## src/rtl/wsfhp_pkg.sv

```systemverilog
// ----------------------------------------------------------------------------
// wsfhp_pkg
// Types and codes shared by the WebSocket frame header parser modules.
// ----------------------------------------------------------------------------
`default_nettype none

package wsfhp_pkg;

   // Result kinds
   localparam logic [1:0] KIND_HEADER  = 2'd0;
   localparam logic [1:0] KIND_PAYLOAD = 2'd1;
   localparam logic [1:0] KIND_ERROR   = 2'd2;

   // Opcodes the parser understands
   localparam logic [3:0] OP_CONT   = 4'd0;
   localparam logic [3:0] OP_TEXT   = 4'd1;
   localparam logic [3:0] OP_BINARY = 4'd2;
   localparam logic [3:0] OP_CLOSE  = 4'd8;
   localparam logic [3:0] OP_PING   = 4'd9;
   localparam logic [3:0] OP_PONG   = 4'd10;

   // Short-length escape codes in the second header byte
   localparam logic [6:0] LEN_EXT16 = 7'd126;
   localparam logic [6:0] LEN_EXT64 = 7'd127;

   localparam int LEN_W = 63;

   // Register map
   localparam logic REG_RSV_ENABLE = 1'b0;

   typedef struct packed {
      logic       fin;
      logic [2:0] rsv;
      logic [3:0] opcode;
      logic       masked;
   } flags_type;

   typedef struct packed {
      logic [1:0]       kind;
      logic             fin;
      logic [2:0]       rsv;
      logic [3:0]       opcode;
      logic             masked;
      logic [LEN_W-1:0] length;
      logic [31:0]      key;
      logic [7:0]       payload;
      logic             eof;
   } result_type;

endpackage

`default_nettype wire

```

## src/rtl/websocket_frame_header_parser.sv

```systemverilog
// ----------------------------------------------------------------------------
// websocket_frame_header_parser
// Byte-stream WebSocket frame decoder: header fields, length, mask key and
// counted payload pass-through.
// ----------------------------------------------------------------------------
// Feed the frame stream in one byte per req transaction. The block accepts a
// byte every clock cycle while req_ready is high; each byte is decoded in the
// cycle it is accepted and any result is registered in the output buffer.
// Header bytes produce no result until the header is complete (after the mask
// key if the mask bit is set); then one header transaction (kind 0) is sent,
// followed by one kind-1 transaction per payload byte, the last one flagged
// with end_of_frame. A zero-length frame flags end_of_frame on its header. A
// first byte with an unknown opcode yields one kind-2 transaction and the
// parser waits for a new frame start. Payload bytes pass through as received,
// without unmasking. A two-entry output buffer absorbs consumer stalls:
// req_ready only drops after rsp_ready has been low long enough to fill both
// entries. Program reserved_bits_enabled at CSR byte address 0 (bit 2 rsv1,
// bit 1 rsv2, bit 0 rsv3) while the block is idle.
// ----------------------------------------------------------------------------
`default_nettype none

module websocket_frame_header_parser (
   input  wire logic        clock,
   input  wire logic        reset,

   // byte stream in
   input  wire logic        req_valid,
   output logic             req_ready,
   input  wire logic [7:0]  req_data_byte,

   // results out
   output logic             rsp_valid,
   input  wire logic        rsp_ready,
   output logic [1:0]       rsp_result_kind,
   output logic             rsp_final_fragment,
   output logic [2:0]       rsp_reserved_flags,
   output logic [3:0]       rsp_frame_opcode,
   output logic             rsp_is_masked,
   output logic [62:0]      rsp_frame_length,
   output logic [31:0]      rsp_mask_key,
   output logic [7:0]       rsp_payload_byte,
   output logic             rsp_end_of_frame,

   // register port
   input  wire logic        csr_psel,
   input  wire logic        csr_penable,
   input  wire logic        csr_pwrite,
   input  wire logic [2:0]  csr_paddr,
   input  wire logic [31:0] csr_pwdata,
   output logic [31:0]      csr_prdata,
   output logic             csr_pready
);
   import wsfhp_pkg::*;

   logic [2:0] rsv_en_ff, rsv_en_in;
   logic       csr_write;
   logic       accept;
   logic       res_valid;
   result_type res;
   result_type out_data;

   // Register file: one word, word-addressed by paddr[2]; low bits ignored.
   assign csr_pready = 1'b1;
   assign csr_write  = csr_psel & csr_penable & csr_pwrite;

   always_comb begin
      rsv_en_in = rsv_en_ff;
      if (csr_write && csr_paddr[2] == REG_RSV_ENABLE) rsv_en_in = csr_pwdata[2:0];
   end

   always_ff @(posedge clock) begin
      if (reset) rsv_en_ff <= 3'd0;
      else       rsv_en_ff <= rsv_en_in;
   end

   always_comb begin
      csr_prdata = 32'd0;
      if (csr_paddr[2] == REG_RSV_ENABLE) csr_prdata = {29'd0, rsv_en_ff};
   end

   // Take a byte whenever the skid slot is free.
   assign accept = req_valid & req_ready;

   wsfhp_parse u_parse (
      .clock      (clock),
      .reset      (reset),
      .accept     (accept),
      .data_byte  (req_data_byte),
      .rsv_enable (rsv_en_ff),
      .res_valid  (res_valid),
      .res        (res)
   );

   wsfhp_out_buf u_out_buf (
      .clock      (clock),
      .reset      (reset),
      .push       (res_valid),
      .push_data  (res),
      .can_accept (req_ready),
      .out_valid  (rsp_valid),
      .out_ready  (rsp_ready),
      .out_data   (out_data)
   );

   // Fan the result register out onto the result ports.
   assign rsp_result_kind    = out_data.kind;
   assign rsp_final_fragment = out_data.fin;
   assign rsp_reserved_flags = out_data.rsv;
   assign rsp_frame_opcode   = out_data.opcode;
   assign rsp_is_masked      = out_data.masked;
   assign rsp_frame_length   = out_data.length;
   assign rsp_mask_key       = out_data.key;
   assign rsp_payload_byte   = out_data.payload;
   assign rsp_end_of_frame   = out_data.eof;

endmodule

`default_nettype wire

```

## src/rtl/wsfhp_parse.sv

```systemverilog
// ----------------------------------------------------------------------------
// wsfhp_parse
// Per-byte header decoder: phase, length, mask and payload count registers,
// plus the logic that forms at most one result per accepted byte.
// ----------------------------------------------------------------------------
`default_nettype none

module wsfhp_parse (
   input  wire logic                  clock,
   input  wire logic                  reset,
   input  wire logic                  accept,
   input  wire logic [7:0]            data_byte,
   input  wire logic [2:0]            rsv_enable,
   output logic                       res_valid,
   output wsfhp_pkg::result_type      res
);
   import wsfhp_pkg::*;

   localparam logic [2:0] PH_START   = 3'd0;
   localparam logic [2:0] PH_LEN     = 3'd1;
   localparam logic [2:0] PH_EXTLEN  = 3'd2;
   localparam logic [2:0] PH_MASK    = 3'd3;
   localparam logic [2:0] PH_PAYLOAD = 3'd4;

   logic [2:0]       phase_ff,  phase_in;
   logic [3:0]       count_ff,  count_in;
   logic [LEN_W-1:0] len_ff,    len_in;
   logic [LEN_W-1:0] remain_ff, remain_in;
   logic [31:0]      key_ff,    key_in;
   flags_type        flags_ff,  flags_in;

   flags_type        start_flags;
   logic             op_known;
   logic             len_done;
   logic             hdr_done;
   logic             eof;

   always_comb begin
      start_flags.fin    = data_byte[7];
      start_flags.rsv    = data_byte[6:4] & rsv_enable;
      start_flags.opcode = data_byte[3:0];
      start_flags.masked = 1'b0;
      op_known = (data_byte[3:0] inside {OP_CONT, OP_TEXT, OP_BINARY,
                                         OP_CLOSE, OP_PING, OP_PONG});
   end

   always_comb begin
      phase_in  = phase_ff;
      count_in  = count_ff;
      len_in    = len_ff;
      remain_in = remain_ff;
      key_in    = key_ff;
      flags_in  = flags_ff;
      res_valid = 1'b0;
      res       = '0;
      len_done  = 1'b0;
      hdr_done  = 1'b0;
      eof       = 1'b0;

      if (accept) begin
         case (phase_ff)
            PH_START: begin
               if (!op_known) begin
                  res_valid  = 1'b1;
                  res.kind   = KIND_ERROR;
                  res.fin    = start_flags.fin;
                  res.rsv    = start_flags.rsv;
                  res.opcode = start_flags.opcode;
               end else begin
                  flags_in  = start_flags;
                  len_in    = '0;
                  remain_in = '0;
                  key_in    = '0;
                  count_in  = 4'd0;
                  phase_in  = PH_LEN;
               end
            end
            PH_LEN: begin
               flags_in.masked = data_byte[7];
               len_in          = '0;
               if (data_byte[6:0] == LEN_EXT64) begin
                  count_in = 4'd8;
                  phase_in = PH_EXTLEN;
               end else if (data_byte[6:0] == LEN_EXT16) begin
                  count_in = 4'd2;
                  phase_in = PH_EXTLEN;
               end else begin
                  len_in   = {{(LEN_W-7){1'b0}}, data_byte[6:0]};
                  len_done = 1'b1;
               end
            end
            PH_EXTLEN: begin
               // top bit of a 64-bit length shifts out and is dropped
               len_in = {len_ff[LEN_W-9:0], data_byte};
               if (count_ff != 4'd0) count_in = count_ff - 4'd1;
               if (count_ff <= 4'd1) len_done = 1'b1;
            end
            PH_MASK: begin
               key_in = {key_ff[23:0], data_byte};
               if (count_ff != 4'd0) count_in = count_ff - 4'd1;
               if (count_ff <= 4'd1) hdr_done = 1'b1;
            end
            PH_PAYLOAD: begin
               if (remain_ff != '0) remain_in = remain_ff - {{(LEN_W-1){1'b0}}, 1'b1};
               res_valid   = 1'b1;
               res.kind    = KIND_PAYLOAD;
               res.fin     = flags_ff.fin;
               res.rsv     = flags_ff.rsv;
               res.opcode  = flags_ff.opcode;
               res.masked  = flags_ff.masked;
               res.length  = len_ff;
               res.key     = flags_ff.masked ? key_ff : 32'd0;
               res.payload = data_byte;
               res.eof     = (remain_ff <= {{(LEN_W-1){1'b0}}, 1'b1});
               if (res.eof) phase_in = PH_START;
            end
            default: begin
               phase_in = PH_START;
            end
         endcase

         if (len_done) begin
            if (flags_in.masked) begin
               count_in = 4'd4;
               phase_in = PH_MASK;
            end else begin
               hdr_done = 1'b1;
            end
         end

         if (hdr_done) begin
            eof        = (len_in == '0);
            res_valid  = 1'b1;
            res.kind   = KIND_HEADER;
            res.fin    = flags_in.fin;
            res.rsv    = flags_in.rsv;
            res.opcode = flags_in.opcode;
            res.masked = flags_in.masked;
            res.length = len_in;
            res.key    = flags_in.masked ? key_in : 32'd0;
            res.eof    = eof;
            if (eof) begin
               phase_in = PH_START;
            end else begin
               remain_in = len_in;
               phase_in  = PH_PAYLOAD;
            end
         end
      end
   end

   always_ff @(posedge clock) begin
      if (reset) begin
         phase_ff  <= PH_START;
         count_ff  <= 4'd0;
         len_ff    <= '0;
         remain_ff <= '0;
         key_ff    <= 32'd0;
         flags_ff  <= '0;
      end else begin
         phase_ff  <= phase_in;
         count_ff  <= count_in;
         len_ff    <= len_in;
         remain_ff <= remain_in;
         key_ff    <= key_in;
         flags_ff  <= flags_in;
      end
   end

endmodule

`default_nettype wire

```

## src/rtl/wsfhp_out_buf.sv

```systemverilog
// ----------------------------------------------------------------------------
// wsfhp_out_buf
// Two-entry result register with skid slot, so input flow keeps going while
// the consumer stalls, until the skid slot fills.
// ----------------------------------------------------------------------------
`default_nettype none

module wsfhp_out_buf (
   input  wire logic                  clock,
   input  wire logic                  reset,
   input  wire logic                  push,
   input  wire wsfhp_pkg::result_type push_data,
   output logic                       can_accept,
   output logic                       out_valid,
   input  wire logic                  out_ready,
   output wsfhp_pkg::result_type      out_data
);
   import wsfhp_pkg::*;

   logic       main_valid_ff, main_valid_in;
   logic       skid_valid_ff, skid_valid_in;
   result_type main_ff,       main_in;
   result_type skid_ff,       skid_in;
   logic       pop;

   assign pop        = main_valid_ff & out_ready;
   assign can_accept = !skid_valid_ff;
   assign out_valid  = main_valid_ff;
   assign out_data   = main_ff;

   always_comb begin
      main_valid_in = main_valid_ff;
      skid_valid_in = skid_valid_ff;
      main_in       = main_ff;
      skid_in       = skid_ff;
      if (skid_valid_ff) begin
         // no push can arrive while the skid slot is full
         if (pop) begin
            main_in       = skid_ff;
            skid_valid_in = 1'b0;
         end
      end else if (push) begin
         if (!main_valid_ff || pop) begin
            main_in       = push_data;
            main_valid_in = 1'b1;
         end else begin
            skid_in       = push_data;
            skid_valid_in = 1'b1;
         end
      end else if (pop) begin
         main_valid_in = 1'b0;
      end
   end

   always_ff @(posedge clock) begin
      if (reset) begin
         main_valid_ff <= 1'b0;
         skid_valid_ff <= 1'b0;
      end else begin
         main_valid_ff <= main_valid_in;
         skid_valid_ff <= skid_valid_in;
      end
   end

   always_ff @(posedge clock) begin
      main_ff <= main_in;
      skid_ff <= skid_in;
   end

endmodule

`default_nettype wire
```

## config.mk

```make
export PLATFORM = sky130hd
export DESIGN_NAME = websocket_frame_header_parser
export DESIGN_NICKNAME = d
export VERILOG_FILES = /design/src/rtl/wsfhp_pkg.sv /design/src/rtl/websocket_frame_header_parser.sv /design/src/rtl/wsfhp_parse.sv /design/src/rtl/wsfhp_out_buf.sv
export SDC_FILE = /design/constraint.sdc
export NUM_CORES = 1
export LEC_CHECK = 0
export BUFFER_PORTS_ARGS = -buffer_cell sky130_fd_sc_hd__buf_2
export CORE_MARGIN = 2
export CORE_UTILIZATION = 51
export DETAILED_ROUTE_END_ITERATION = 10
export PLACE_DENSITY = 0.77
export SETUP_SLACK_MARGIN = 0.1
export SLEW_MARGIN = 30
export SYNTH_ARGS = -nofsm -noshare
export SYNTH_HDL_FRONTEND = slang
export SYNTH_SLANG_ARGS = --single-unit
```

## constraint.sdc

```tcl
create_clock -name clock -period 16.35 [get_ports clock]
set_clock_uncertainty 0.2 [all_clocks]
set_input_delay 0.8175 -clock clock [delete_from_list [all_inputs] [get_ports clock]]
set_output_delay 0.8175 -clock clock [all_outputs]
set_load 0.02 [all_outputs]
```

==> metrics, run 1 <==
status=finished clean; largest net degree at the start of global routing=95; H-tree levels=2; first-pass GRT wire length=90.6 mm; R2R depth=8; vias post-DR=16,900; crit path DAT=4190 ps; most frequent cell after synthesis=edfxtp_1; CTS Sinks=409; Die ar.=39,700 um2; busiest grt layer=met1; Global Route Usage Sum=29.4%; setup violators final=0; row count=71; Routability Congestion=0.971; syn_area_per_cell=10.2 um2; CORE AREA=37,600 um2; DRT iter0 DRCs=2,721; share of cells above drive strength 1=13.5%; CTS tree=built; pre-CTS setup slack=12,040 ps; final total power=0.00254 W; Lkg Pwr=8.87 nW; vias per cell=6.72; mapped cell area=19,500 um2; hold endpoint=u_parse.flags_ff[7]; final worst slack=12,140 ps; total gr overflow=0; Max-cap violations=0; post_cts resized=0; met1 global-route usage=43.1%; Layout area overhead=12.2%; hold depth=2; flop and latch count out of synthesis=409; ratio of total power to cell area=116 nW/um2; Worst-path clk slew=60 ps; Multi-input gate area=8170 um2; post-detail-place hpwl=37.7 mm; worst r2r src=u_parse.phase_ff[2]; Worst Path Max Fanout=73; Reg2Reg Setup Slack=12,140 ps; vias in the first global route=15,500; HP Start=u_parse.flags_ff[7]; # diodes=0; Tmin final=4210 ps; Port Buf Inserts=138; clk buf depth=3; Seq/Total Area, Yosys=53.9%; Starting Density=51.8%; Async S/R FF share, synth=0%; Least-Margin Pin Slew=1110 ps; Post-CTS Setup Bufs=0; M3 GR Usage=4.86%; Slew Limit Fails=0; initial antenna violation count=0; DIE WIDTH=199 um; clk root buf=clkbuf_16; Gate Count Post-Synth=1,916; number of flops mapped to enable cells by yosys=230; final-report hold violation count=0; Setup TNS=0 ps; area leader, netlist=edfxtp_1; leading post-synthesis cells by cell area=edfxtp_1 35%, dfxtp_1 18%, a21o_1 4.7%, a22oi_1 4.5%, nor2_1 4.2%; FF/Latch Area=10,500 um2; Final Util=58.1%; top_reg_cell synth=edfxtp_1; Inserted Clock Buffers=42; Post-DRT Antenna Nets=0; Synth top area share=35.5%; die height=199 um; RSZ-0062 raised after global routing=no; Skew-Pair Late Insertion Delay=560 ps; Fill cells=3,154; CP Launch Type=flip-flop; critical path class=flip-flop to flip-flop; post-cts hold buffer count=0; met2 Usage GRT=42.9%; # IOs=200; period utilization=25.7%; relative slew slack=25.2%; Worst Setup End Kind=flip-flop; Synth cell types=79; max frequency=238 MHz; Total Wirelength=58.9 mm; DR DRC count=0; CP Data Required Time=16,330 ps; FF-to-FF End=u_out_buf.skid_ff[80]; worst hold path class=flip-flop to flip-flop; Initial DRT Pass Iterations=7; most common library cells after synthesis=230 x edfxtp_1, 219 x nor2_1, 179 x dfxtp_1; Yosys warning count=0; Layout Nets=2,026; worst vdd ir=0.0600 mV; routed length per instance=23.4 um
==> final cells by class <==
class | instances | area share [%]
clock buffers | 62 | 5.73
clock inverters | 16 | 0.716
inverters | 47 | 0.808
multi-input cells | 1303 | 37.4
flip-flops and latches | 409 | 48.1
well taps | 511 | 2.93
repair buffers | 168 | 4.33
==> how the worst max path moves through the flow <==
stage                                 end  cells past startpoint                 from
global route        u_out_buf.skid_ff[70]                      8  u_parse.phase_ff[2]
CTS                 u_out_buf.skid_ff[80]                      8  u_parse.phase_ff[2]
floorplan            u_out_buf.skid_ff[0]                      7     req_data_byte[1]
global placement     u_parse.remain_ff[1]                      9     req_data_byte[1]
detailed placement  u_out_buf.skid_ff[78]                      9     req_data_byte[1]
finish              u_out_buf.skid_ff[80]                      8  u_parse.phase_ff[2]
==> cells in the final DEF (no fill, tap or decap), drive strengths merged, types with 12 or more instances in the layout <==
| cell | count |
|---|---|
| nor4 | 37 |
| a31oi | 23 |
| conb | 30 |
| and3 | 13 |
| o22ai | 20 |
| o211ai | 20 |
| dfxtp | 179 |
| buf | 168 |
| nand4 | 12 |
| a221oi | 19 |
| a21o | 123 |
| a222oi | 31 |
| nor2 | 220 |
| edfxtp | 230 |
| a22o | 47 |
| a211oi | 41 |
| or3 | 15 |
| nand2 | 118 |
| clkbuf | 62 |
| a22oi | 117 |
| and2 | 13 |
| inv | 47 |
| nor3 | 46 |
| or4 | 18 |
| nand3 | 20 |
| o21ai | 95 |
| a21oi | 73 |
==> cell families after synthesis <==
group           count (synthesis)  synth area share [%]
compound gates                700                  26.2
xor+xnor                        5                 0.225
fa+ha+maj                       5                 0.322
buf+inv                       232                  5.18
flops                         409                  53.9
mux                            14                 0.752
other cells                     2                0.0386
simple gates                  549                  13.4
==> state kept, by name (all words and copies together) (netlist names) <==
signal	flops
rsv_en_ff	3
u_out_buf.out_data	115
u_out_buf.out_valid	1
u_out_buf.skid_ff	115
u_out_buf.skid_valid_ff	1
u_parse.count_ff	4
u_parse.flags_ff	9
u_parse.key_ff	32
u_parse.len_ff	63
u_parse.phase_ff	3
u_parse.remain_ff	63
==> worst max-delay path, stage by stage, from the launching register on <==
cell      delay [ps]
dfxtp_1          560
nand2b_1         420
o41ai_1          560
o21ai_0          260
nand2_1          110
nand2_1          120
nor3_2           160
buf_4            550
buf_4            800
==> routing by layer <==
metal,up-vias,wire length [um]
li1,7448,-
met1,8107,24200
met2,1161,25000
met3,196,7110
met4,0,2700
met5,-,0
==> per-stage QoR <==
step                std cells  hold WS [ps]  cell area [um2]
floorplan                1944           236            19600
global placement         2437           242            20400
detailed placement       2438           246            20400
CTS                      2516           255            21800
global route             2516           269            21800
finish                   2516           255            21800
==> power breakdown <==
group | internal (W) | switching (W)
Clock | 0.000578 | 0.000397
Combinational | 0.000109 | 0.000296
Sequential | 0.00113 | 0.0000279
Total | 0.00181 | 0.000721
Power figures use the tool's default switching activity.
==> run 2: changes to the inputs <==
ABC_AREA = 1   (was default)
PLACE_DENSITY = 0.79   (was 0.77)
clock period = 3.8 ns   (was 16.35 ns; I/O delays follow)
==> metrics, run 2 <==
most common library cells after synthesis=833 x nand2_1, 242 x nor2_1, 230 x edfxtp_1 (was 230 x edfxtp_1, 219 x nor2_1, 179 x dfxtp_1); largest family of logic cells by synthesized area=simple AND/OR/NAND/NOR gates (was compound AO/OA/AOI/OAI gates); vias in the first global route=17,200 (was 15,500); met1 global-route usage=40.4% (was 43.1%); post-synthesis simple-gate area fraction=26.3% (was 13.4%); Layout Nets=2,802 (was 2,026); # IOs=200 (unchanged); Global Route Usage Sum=27.5% (was 29.4%); # diodes=0 (unchanged); number of flops mapped to enable cells by yosys=230 (unchanged); syn_area_per_cell=7.89 um2 (was 10.2 um2); Max-cap violations=0 (unchanged); die height=206 um (was 199 um); H-tree levels=2 (unchanged); CTS Sinks=409 (unchanged); pre-CTS setup slack=457 ps (was 12,040 ps); vias per cell=5.77 (was 6.72); post-detail-place hpwl=40.1 mm (was 37.7 mm); Starting Density=51.4% (was 51.8%); Yosys warning count=0 (unchanged); critical path class=flip-flop to flip-flop (unchanged); critical path launch point=u_parse.phase_ff[2] (unchanged); Post-DRT Antenna Nets=0 (unchanged); busiest grt layer=met2 (was met1); status=finished clean (unchanged); Slew Limit Fails=0 (unchanged); final-report hold violation count=0 (unchanged); Setup TNS=0 ps (unchanged); ratio of total power to cell area=586 nW/um2 (was 116 nW/um2); Initial DRT Pass Iterations=7 (unchanged); Least-Margin Pin Slew=1030 ps (was 1110 ps); row count=74 (was 71); Worst-path clk slew=70 ps (was 60 ps); most frequent cells in the layout=828 x nand2_1, 239 x nor2_1, 230 x edfxtp_1, 182 x a21oi_1, 180 x nand3_1 (was 230 x edfxtp_1, 217 x nor2_1, 178 x dfxtp_1, 137 x buf_2, 123 x a21o_1); post_cts resized=0 (unchanged); M3 GR Usage=4.16% (was 4.86%); share of cells above drive strength 1=10.8% (was 13.5%); CTS tree=built (unchanged); total gr overflow=0 (unchanged); HP Start=req_valid (was u_parse.flags_ff[7]); worst hold path class=input pin to flip-flop (was flip-flop to flip-flop); initial antenna violation count=0 (unchanged); Die ar.=42,600 um2 (was 39,700 um2); Fill cells=3,486 (was 3,154); Routability Congestion=0.974 (was 0.971); top_reg_cell synth=edfxtp_1 (unchanged); Gate Count Post-Synth=2,648 (was 1,916); relative slew slack=31.6% (was 25.2%); CORE AREA=40,600 um2 (was 37,600 um2); XOR/XNOR Fraction of Synth Area=1.34% (was 0.225%); area leader, netlist=edfxtp_1 (unchanged); Total Wirelength=59.8 mm (was 58.9 mm); CP Launch Type=flip-flop (unchanged); Synth top area share=33.0% (was 35.5%); Tmin final=3400 ps (was 4210 ps); flop and latch count out of synthesis=409 (unchanged); Port Buf Inserts=138 (unchanged); post-synthesis adder-cell area fraction=0.299% (was 0.322%); final worst slack=398 ps (was 12,140 ps); DIE WIDTH=206 um (was 199 um); mapped cell area=20,900 um2 (was 19,500 um2); most frequent cell after synthesis=nand2_1 (was edfxtp_1); Inserted Clock Buffers=42 (unchanged); DR DRC count=0 (unchanged); mux cell area share after synthesis=0% (was 0.752%); leading post-synthesis cells by cell area=edfxtp_1 33%, dfxtp_1 17%, nand2_1 15%, a21oi_1 4.4%, nor2_1 4.3% (was edfxtp_1 35%, dfxtp_1 18%, a21o_1 4.7%, a22oi_1 4.5%, nor2_1 4.2%); setup violators final=0 (unchanged); worst vdd ir=0.333 mV (was 0.0600 mV); Worst Setup End Kind=flip-flop (unchanged); Synth cell types=44 (was 79); Worst Path Max Fanout=31 (was 73); commonest non-fill, non-tap cell in the layout=nand2_1 (was edfxtp_1); routed length per instance=18.1 um (was 23.4 um); Lkg Pwr=10.5 nW (was 8.87 nW); Final Util=58.2% (was 58.1%); worst r2r src=u_parse.phase_ff[2] (unchanged); Compound-Gate Fraction of Synth Area=14.8% (was 26.2%); Skew-Pair Late Insertion Delay=560 ps (about the same); max frequency=294 MHz (was 238 MHz); period utilization=89.5% (was 25.7%); Async S/R FF share, synth=0% (unchanged); Reg2Reg Setup Slack=400 ps (was 12,140 ps); CP Data Required Time=3840 ps (was 16,330 ps); first-pass GRT wire length=93.1 mm (was 90.6 mm); crit path DAT=3440 ps (was 4190 ps); met2 Usage GRT=41.8% (was 42.9%); largest net degree at the start of global routing=96 (was 95); hold_ws=50.0 ps (was 255 ps); Seq/Total Area, Yosys=50.2% (was 53.9%); DRT iter0 DRCs=2,515 (was 2,721); RSZ-0062 raised after global routing=no (unchanged); clk root buf=clkbuf_16 (unchanged); vias post-DR=19,100 (was 16,900); Layout area overhead=13.3% (was 12.2%); clk buf depth=3 (unchanged)
==> run 2: changes by cell type after synthesis, moves of 33 or more <==
cell,previous run,this run
a211oi_1,41,1
a21oi_1,73,183
a22o_1,47,0
a22oi_1,117,1
clkbuf_1,137,104
inv_1,47,152
nand2_1,118,833
nand3_1,20,180
o21ai_0,91,125
==> run 2: critical path, cell delays in order, from the launching register on <==
cell and delay (ps):
dfxtp_1 440, inv_4 90, buf_4 270, nand2_4 90, nor2_4 260, nand2_2 130
nor2_4 170, inv_2 80, o21ai_2 70, nand2_1 80, nand2_2 180, o31ai_4 130
a21oi_4 570, buf_12 280
==> run 2: cell type report <==
class | instances | area (um2) | area share, %
flip-flops and latches | 409 | 10500 | 44.3
inverters | 162 | 617 | 2.61
repair buffers | 204 | 1360 | 5.76
clock inverters | 26 | 264 | 1.12
multi-input cells | 1928 | 9150 | 38.7
well taps | 532 | 666 | 2.81
clock buffers | 51 | 1120 | 4.71
==> run 2: stage by stage <==
step | power [W] | std cells | cell area (um2)
floorplan | 0.00836 | 2676 | 21100
global route | 0.0146 | 3312 | 23700
finish | 0.0139 | 3312 | 23700
global placement | 0.00960 | 3215 | 22100
CTS | 0.0138 | 3312 | 23700
detailed placement | 0.00967 | 3215 | 22100
==> run 2: worst paths after layout <==
check,endpoint,cells after the start
min,u_parse.len_ff[5],5
min reg2reg,u_parse.flags_ff[3],2
max,u_out_buf.out_data[67],13
max reg2reg,u_out_buf.out_data[67],13
==> run 2: kinds of logic after synthesis <==
logic type	Yosys count
and+or+nand+nor	1345
xor gates and xnor gates	32
AOI/OAI and AO/OA	516
adders and majority gates	5
DFF	409
other	2
buffers and inverters	339
==> run 2: where the power goes <==
group,internal (W),switching [W],total (W),leakage (nW)
Clock,0.00239,0.00179,0.00418,0.667
Combinational,0.00143,0.00320,0.00462,6.20
Sequential,0.00490,0.000176,0.00508,3.62
Total,0.00872,0.00516,0.0139,10.5
==> run 2: repair_timing <==
item                      4_1_cts  5_1_grt
hold endpoints to repair       65        0
setup buffers                   0        0
hold buffers                   20        0
==> run 2: per-layer routing <==
| layer | vias up | wire, um |
|---|---|---|
| li1 | 9063 | - |
| met1 | 8897 | 25700 |
| met2 | 1043 | 26500 |
| met3 | 108 | 5860 |
| met4 | 0 | 1720 |
| met5 | - | 0 |
